### config.mk
export PLATFORM = sky130hd
export DESIGN_NAME = rdcd_queue
export DESIGN_NICKNAME = d
export VERILOG_FILES = /design/src/rtl/rdcd_pkg.sv /design/src/rtl/rdcd_queue.sv
export SDC_FILE = /design/constraint.sdc
export NUM_CORES = 1
export LEC_CHECK = 0
export BUFFER_PORTS_ARGS = -buffer_cell sky130_fd_sc_hd__buf_2
export CAP_MARGIN = 20
export CORE_UTILIZATION = 40
export CTS_BUF_LIST = sky130_fd_sc_hd__clkbuf_8 sky130_fd_sc_hd__clkbuf_16
export DETAILED_ROUTE_END_ITERATION = 10
export PLACE_DENSITY = 0.68
export SETUP_SLACK_MARGIN = 0.05
export SLEW_MARGIN = 20
export SYNTH_ARGS = -nofsm -noshare
export SYNTH_HDL_FRONTEND = slang
export SYNTH_SLANG_ARGS = --single-unit
### constraint.sdc
create_clock -name aclk -period 7.11 [get_ports aclk]
set_input_delay 1.0665 -clock aclk [delete_from_list [all_inputs] [get_ports aclk]]
set_output_delay 1.0665 -clock aclk [all_outputs]
set_load 0.03 [all_outputs]
### src/rtl/rdcd_pkg.sv
// ----------------------------------------------------------------------------
// rdcd_pkg
// Types, codes and sizes shared by the reversible circular deque modules.
// ----------------------------------------------------------------------------
package rdcd_pkg;

    // Default sizing of the element store.
    localparam int DEPTH_DEFAULT         = 256;
    localparam int ELEMENT_WIDTH_DEFAULT = 32;

    // Command queue between the front end and the execution unit.
    localparam int QUEUE_DEPTH = 2;
    localparam int QUEUE_PTR_W = $clog2(QUEUE_DEPTH);
    localparam int QUEUE_CNT_W = $clog2(QUEUE_DEPTH + 1);

    // Field widths on the stream ports.
    localparam int ACTION_W     = 4;
    localparam int POSITION_W   = 8;
    localparam int VALUE_W      = 32;
    localparam int READ_VALUE_W = 32;
    localparam int FOUND_W      = 8;
    localparam int STATUS_W     = 3;
    localparam int COUNT_W      = 9;
    localparam int S_TDATA_W    = 40;
    localparam int M_TDATA_W    = 56;

    // Operation codes carried in the input tuser field.
    typedef enum logic [ACTION_W-1:0] {
        ACT_PUSH_BACK  = 4'd0,
        ACT_PUSH_FRONT = 4'd1,
        ACT_POP_BACK   = 4'd2,
        ACT_POP_FRONT  = 4'd3,
        ACT_READ       = 4'd4,
        ACT_WRITE      = 4'd5,
        ACT_REVERSE    = 4'd6,
        ACT_CLEAR      = 4'd7,
        ACT_FIND       = 4'd8,
        ACT_BSEARCH    = 4'd9,
        ACT_NOP        = 4'd15
    } action_t;

    // Result status codes.
    typedef enum logic [STATUS_W-1:0] {
        STATUS_OK        = 3'd0,
        STATUS_FULL      = 3'd1,
        STATUS_EMPTY     = 3'd2,
        STATUS_RANGE     = 3'd3,
        STATUS_NOT_FOUND = 3'd4
    } status_t;

    // Decoded command as it sits in the command queue.
    typedef struct packed {
        action_t                 action;
        logic [POSITION_W-1:0]   position;
        logic [VALUE_W-1:0]      value;
    } op_t;

    // Execution unit sequencer states.
    typedef enum logic [2:0] {
        BK_IDLE,
        BK_ACCESS,
        BK_FIND,
        BK_BS_ADDR,
        BK_BS_CMP
    } back_state_t;

endpackage

### src/rtl/rdcd_queue.sv
// ----------------------------------------------------------------------------
// rdcd_queue
// Small command queue that decouples the front end from the execution unit.
// ----------------------------------------------------------------------------
module rdcd_queue (
    input  logic           aclk,
    input  logic           aresetn,
    input  logic           push,
    input  rdcd_pkg::op_t  push_op,
    output logic           full,
    input  logic           pop,
    output logic           not_empty,
    output rdcd_pkg::op_t  head_op
);

    rdcd_pkg::op_t                       entry_reg [rdcd_pkg::QUEUE_DEPTH];
    logic [rdcd_pkg::QUEUE_PTR_W-1:0]    wr_ptr_reg, wr_ptr_next;
    logic [rdcd_pkg::QUEUE_PTR_W-1:0]    rd_ptr_reg, rd_ptr_next;
    logic [rdcd_pkg::QUEUE_CNT_W-1:0]    cnt_reg, cnt_next;

    localparam logic [rdcd_pkg::QUEUE_PTR_W-1:0] LAST_PTR =
        rdcd_pkg::QUEUE_PTR_W'(rdcd_pkg::QUEUE_DEPTH - 1);
    localparam logic [rdcd_pkg::QUEUE_CNT_W-1:0] FULL_CNT =
        rdcd_pkg::QUEUE_CNT_W'(rdcd_pkg::QUEUE_DEPTH);

    assign full      = (cnt_reg == FULL_CNT);
    assign not_empty = (cnt_reg != '0);
    assign head_op   = entry_reg[rd_ptr_reg];

    // Pointer and occupancy update.
    always_comb begin
        wr_ptr_next = wr_ptr_reg;
        rd_ptr_next = rd_ptr_reg;
        if (push) begin
            wr_ptr_next = (wr_ptr_reg == LAST_PTR) ? '0 : wr_ptr_reg + 1'b1;
        end
        if (pop) begin
            rd_ptr_next = (rd_ptr_reg == LAST_PTR) ? '0 : rd_ptr_reg + 1'b1;
        end
        case ({push, pop})
            2'b10:   cnt_next = cnt_reg + 1'b1;
            2'b01:   cnt_next = cnt_reg - 1'b1;
            default: cnt_next = cnt_reg;
        endcase
    end

    // Control registers.
    always_ff @(posedge aclk) begin
        if (!aresetn) begin
            wr_ptr_reg <= '0;
            rd_ptr_reg <= '0;
            cnt_reg    <= '0;
        end else begin
            wr_ptr_reg <= wr_ptr_next;
            rd_ptr_reg <= rd_ptr_next;
            cnt_reg    <= cnt_next;
        end
    end

    // Entry storage needs no reset.
    always_ff @(posedge aclk) begin
        if (push) begin
            entry_reg[wr_ptr_reg] <= push_op;
        end
    end

endmodule

Word-level counts from Yosys, hierarchy flattened:

Memory sizes are Yosys's and may differ from the RTL's. A register that Yosys moved wholly into a read port is not among the register bits.
Cells that the tools add are included.

* register bits after elaboration: 4
* memory bits (writable): 88
* memories kept: 1

Memories
* entry_reg: depth 2, bits a word 44, read ports 1, clocked after memory_dff 1, wr ports 1, line rdcd_queue.sv:16 `rdcd_pkg::op_t entry_reg [rdcd_pkg::QUEUE_DEPTH];`

* add/subtract/negate cells: 4
* equal/unequal tests: 3
* multiplexer cells: 7
* reductions and logical operators: 2

Operators by type and width (number)
* $mux 1: 6
* $eq 2x2->1 const B: 2
* $pmux 2 s2: 1
* $reduce_bool 2->1: 2
* $add 1x1->1 const B: 2
* $add 2x1->2 const B: 1
* $eq 2x1->1 const B: 1
* $sub 2x1->2 const B: 1

Depth between registers and ports, before layout:

Gate-level depths: netlist of the first run.

* depth after elaboration: 4
* gate-level depth with buffers: 5
* depth with buffers taken out: 5

Worst setup path after synthesis of the first run:

Ideal clock, no wire load.

* path type: input -> register
* start point: in push
* end point: mem entry_reg[0][0] (netlist name), enable pin
* setup time: 0.448 ns
* arrival: 3.003 ns
* slack: 3.659 ns
* stages on the path: 2
* path through: inv_1 nor2_1

* longest elaborated chain between the ends: 2

RTL lines
* start, declared: line rdcd_queue.sv:8 `input logic push,`
* $mux 1: line rdcd_queue.sv:62 `if (push) begin`
* $mux 1 (implied by the code): line rdcd_queue.sv:63 `entry_reg[wr_ptr_reg] <= push_op;`
* end, declared: line rdcd_queue.sv:16

Every way passes these cells.

==> run summary, run 1 <==
status -> complete, no violations
Lkg Pwr -> 1.568 nW
setup TNS -> 0 ns
Cell Rows -> 33
Hold Crit Class -> flip-flop to flip-flop
WL/cell -> 14.75 µm
top-area cell type share of the netlist area -> 0.7814
FMAX -> 0.3627 GHz
HP Start -> cnt_reg[1]
hold path cells -> 2
Ports -> 94
layout cells sized above 1 -> 0.5909
initial antenna violation count -> 0
clk slew on worst S/H paths -> 0.08 ns
largest net degree at the start of global routing -> 45
cts bufs inserted -> 9
FF-to-FF Start -> wr_ptr_reg
DIE AREA -> 0.008827 mm²
Max FO, Critical Path -> 44
main combinational cell family by area after synthesis -> multiplexers
RSZ-0062 raised after global routing -> no
Synthesized Nets -> 208
reg2reg end -> entry_reg[0][15]
Congestion Overflow GR -> 0
post-synthesis instance area -> 0.003382 mm²
clock skew -> 0.01924 ns
Final nets -> 308
Synth Area in XOR/XNOR -> 0.007769
FF+latch count, synth -> 93
crit path time final -> 2.757 ns
max reg flops -> 88
vias per std cell -> 4.740
DP HPWL -> 3.386 mm
worst path required time -> 6.04 ns
largest cells by area after synthesis -> edfxtp_1 (78%), mux2_2 (15%), dfxtp_1 (3.0%)
R2R depth -> 2
core area -> 0.008217 mm²
yosys synthesis warning count -> 0
CTS tree -> yes
Diodes inserted -> 0
CP Capture Type -> output port
die span in x -> 93.95 µm
compound-cell area share of the yosys netlist -> 0.005919
flop-to-flop setup slack -> 5.42 ns
CP arrival -> 1.69 ns
Setup Viol. Count Final -> 0
DRT iter0 DRCs -> 37
Netlist cell types -> 17
worst vdd ir -> 0.1326 mV
Final Max Tran Viols -> 0
Final Hold Vio Count -> 0
number of antenna-violating nets in the routed design -> 0
Avg Cell Area, Syn -> 21.27 µm²
H-tree lvl count -> 3
Initial Util -> 0.4116
postcts setup bufs -> 0
mux cell area share after synthesis -> 0.1465
iteration count of the initial detailed-routing pass -> 3
Gates resized, CTS repair -> 0
Max-Cap Viols -> 0
critical setup path kind -> flip-flop to output port
crit share post-route -> 0.3878
area delta synth->final -> 23.83%
DRC viols -> 0
Worst Hold End -> cnt_reg[1]
total wire length -> 5.442 mm
CTS root buffer -> clkbuf_8
vias in the first global route -> 1807
Max Buffers Root-to-Sink -> 2
CTS Sinks -> 93
Seq/Total Area, Yosys -> 0.8110
Synth Area in Adders -> 0.003700
Post-Syn Instances -> 159
Clk Latency, worst-skew pair -> 0.35 ns
Via Count -> 1749
P per Cell Area -> 280.5 mW/mm²
first-pass GRT wire length -> 8.424 mm
I/O Buffers -> 93
global-route usage over all layers -> 0.1306
Synth Area in Simple Gates -> 0.01665
post-synth top area cell -> edfxtp_1
gpl congestion -> 0.6243
Worst-Margin Slew -> 0.7067 ns
Worst slew margin -> 0.5277
Vert. Die Dim -> 93.95 µm
crit start category -> flip-flop
Tot Pwr -> 0.001175 W
# hold bufs at CTS -> 0
[logic make-up (layout without fill, tap and decap cells)]
logic type / count (synthesis) / count (layout)
flops: 93 / 93
buf+inv: 6 / 111
xor+xnor: 3 / 3
mux: 44 / 44
simple gates: 9 / 9
fa+ha+maj: 1 / 1
compound gates: 3 / 3
[where the power goes]
group	total [W]	internal, W	leakage, nW	switching, W
sequential	0.000648	0.000631	0.868	0.0000170
clock	0.000373	0.000197	0.106	0.000176
combinational	0.000154	0.0000599	0.594	0.0000940
[metal layers]
metal | track usage | wire, µm
met1 | 0.1557 | 2317
met5 | 0 | 0
met3 | 0.02832 | 255
met4 | 0.06923 | 123
met2 | 0.2208 | 2746
[synthesized netlist by cell type, drive strengths merged]
cell    count
or3         1
a21boi      1
nor2        1
dfxtp       5
and2b       1
or2         1
xor2        1
ha          1
o21a        1
edfxtp     88
o21ai       1
xnor2       2
nor2b       1
inv         1
and2        4
mux2       44
buf         5
[through the flow]
step	setup slack (ns)	hold WS, ns	utilization	cells	instance area (µm²)
floorplan	3.659	0.4612	-	159	3382
global placement	4.342	0.4875	0.4833	353	3971
detailed placement	4.361	0.4971	0.4833	353	3971
CTS	3.970	0.5141	0.5092	369	4184
global route	4.261	0.5634	0.5097	369	4188
finish	4.353	0.5097	0.5097	369	4188
[cell type report]
cell class	instances	area [µm²]
inverter	1	3.754
multi-input combinational	60	620.6
clock buffer	9	123.9
sequential	93	2746
timing repair buffer	94	473.0
fill	722	4029
clock inverter	7	88.84
tap	105	131.4
[worst max-delay path: stages, from the launching register on]
cell     delay, ns
dfxtp_4       0.74
mux2_2        0.41
buf_2         0.18
[cell usage in the layout (no fill, tap or decap)]
cell        n
and2_1      3
o21ai_0     1
buf_2      93
bufinv_16   2
xor2_1      1
clkbuf_8    9
mux2_2     44
and2_4      1
ha_1        1
inv_6       1
nor2_4      1
dfxtp_4     1
o21a_1      1
or3_1       1
a21boi_1    1
dfxtp_1     4
nor2b_1     1
clkinv_4    1
inv_1       1
xnor2_1     2
and2b_2     1
clkinv_1    3
or2_2       1
edfxtp_1   88
buf_4       1
[worst max-delay path by stage]
stage | endpoint | slack, ns | from
after global routing | head_op[18] | 4.26 | flip-flop
after CTS | head_op[18] | 3.97 | flip-flop
final | head_op[18] | 4.35 | flip-flop
after floorplan | entry_reg[0][0] | 3.66 | push
after global placement | head_op[18] | 4.34 | flip-flop
after detailed placement | head_op[33] | 4.36 | flip-flop
Note: power is estimated with default switching activity, not from simulation.
==> inputs of run 2 (changes only) <==
- PLACE_DENSITY: 0.68 -> 0.7
- clock period: 7.11 -> 2.5 ns (I/O delays scaled with it)
==> run summary, run 2 (synthesized netlist as in run 1, its figures left out) <==
Max Buffers Root-to-Sink -> 2
CTS Sinks -> 93
DRC viols -> 0
number of antenna-violating nets in the routed design -> 0
Initial Util -> 0.4116
Final nets -> 311
Vert. Die Dim -> 93.95 µm
gr busiest metal -> met2
Congestion Overflow GR -> 0
first-pass GRT wire length -> 8.121 mm
Final Max Tran Viols -> 0
setup TNS -> 0 ns
Setup Viol. Count Final -> 0
core area -> 0.008217 mm²
layout cells sized above 1 -> 0.6015
CTS tree -> yes
global-route usage over all layers -> 0.1281
CTS root buffer -> clkbuf_8
initial antenna violation count -> 0
crit share post-route -> 0.7741
Cell Rows -> 33
Worst Hold End -> entry_reg[0][40]
Hold Crit Class -> input pin to flip-flop
WL/cell -> 14.69 µm
Max FO, Critical Path -> 25
Gates resized, CTS repair -> 0
status -> complete, no violations
most frequent cells in the layout -> buf_2 (93), edfxtp_1 (88), mux2_2 (44)
die span in x -> 93.95 µm
HP Start -> push_op[40]
RSZ-0062 raised after global routing -> no
Lkg Pwr -> 1.566 nW
vias per std cell -> 4.722
DRT iter0 DRCs -> 55
CP Capture Type -> output port
crit start category -> flip-flop
Via Count -> 1752
crit path time final -> 1.935 ns
hold slack -> 0.2093 ns
commonest non-fill, non-tap cell in the layout -> buf_2
Worst-Margin Slew -> 0.5915 ns
area delta synth->final -> 23.68%
# hold bufs at CTS -> 0
reg2reg end -> entry_reg[1][27]
DP HPWL -> 3.536 mm
Clk Latency, worst-skew pair -> 0.35 ns
critical setup path kind -> flip-flop to output port
Diodes inserted -> 0
H-tree lvl count -> 3
DIE AREA -> 0.008827 mm²
vias in the first global route -> 1688
Final Util -> 0.5091
gpl congestion -> 0.6414
hold path cells -> 1
Worst slew margin -> 0.6056
FMAX -> 0.5167 GHz
FF-to-FF Start -> wr_ptr_reg
GR Util met3 -> 0.03074
Ports -> 94
I/O Buffers -> 93
clk slew on worst S/H paths -> 0.09 ns
Max-Cap Viols -> 0
clock skew -> 0.007662 ns
worst path required time -> 2.12 ns
cts bufs inserted -> 9
iteration count of the initial detailed-routing pass -> 4
filler instances -> 725
total wire length -> 5.451 mm
largest net degree at the start of global routing -> 45
flop-to-flop setup slack -> 1.07 ns
postcts setup bufs -> 0
Final Hold Vio Count -> 0
met2 Track Usage GR -> 0.2092
worst vdd ir -> 0.3374 mV
P per Cell Area -> 774.9 mW/mm²
CP arrival -> 1.56 ns
max reg flops -> 88
R2R depth -> 2
M1 GR Usage -> 0.1539
run 2: cell types whose count changed in the layout (fill, tap and decap cells not counted):
| cell | change |
|---|---|
| and2_2 | +1 |
| and2_4 | -1 |
| buf_4 | +3 |
| bufinv_16 | -1 |
| clkinv_1 | -3 |
| clkinv_4 | -1 |
| clkinvlp_4 | +3 |
| dfxtp_2 | +1 |
| dfxtp_4 | -1 |
| inv_1 | +1 |
run 2: area by class of cell:
class                   count  area [µm²]  share of cell area
well taps                 105       131.4             0.03141
multi-input cells          60       619.3              0.1481
flip-flops and latches     93        2744              0.6560
repair buffers             97       495.5              0.1185
inverters                   1       3.754           0.0008974
clock inverters             6       65.06             0.01555
clock buffers               9       123.9             0.02961
run 2: critical path, stage by stage, from the launching register on:
cell and delay [ns]:
dfxtp_2 0.33, buf_4 0.31, mux2_2 0.39, buf_2 0.18
run 2: layer usage:
metal	part of all wire	vias up
met5	0	-
met4	0.019	0
met3	0.054	10
met2	0.50	54
met1	0.42	869
li1	-	819
run 2: per-stage QoR:
| step | setup WS (ns) | area [µm²] | total power [W] | std cells |
|---|---|---|---|---|
| 6_report | 0.5648 | 4183 | 0.003241 | 371 |
| 5_1_grt | 0.4873 | 4183 | 0.003377 | 371 |
| 4_1_cts | 0.5128 | 4183 | 0.003291 | 371 |
| 3_5_place_dp | 0.9113 | 3994 | 0.002332 | 356 |
| 3_3_place_gp | 0.9172 | 3994 | 0.002320 | 356 |
| 2_1_floorplan | 0.5091 | 3385 | 0.002178 | 159 |
run 2: how the worst max path moves through the flow:
stage,startpoint,end,slack (ns)
after CTS,flip-flop,head_op[17],0.51
after global placement,flip-flop,head_op[17],0.92
after detailed placement,flip-flop,head_op[17],0.91
final,flip-flop,head_op[17],0.56
after global routing,flip-flop,head_op[38],0.49
after floorplan,push,entry_reg[0][0],0.51
run 2: power breakdown:
| group | internal, W | switching, W | total [W] |
|---|---|---|---|
| sequential | 0.00179 | 0.0000217 | 0.00182 |
| combinational | 0.000175 | 0.000296 | 0.000471 |
| clock | 0.000456 | 0.000497 | 0.000954 |
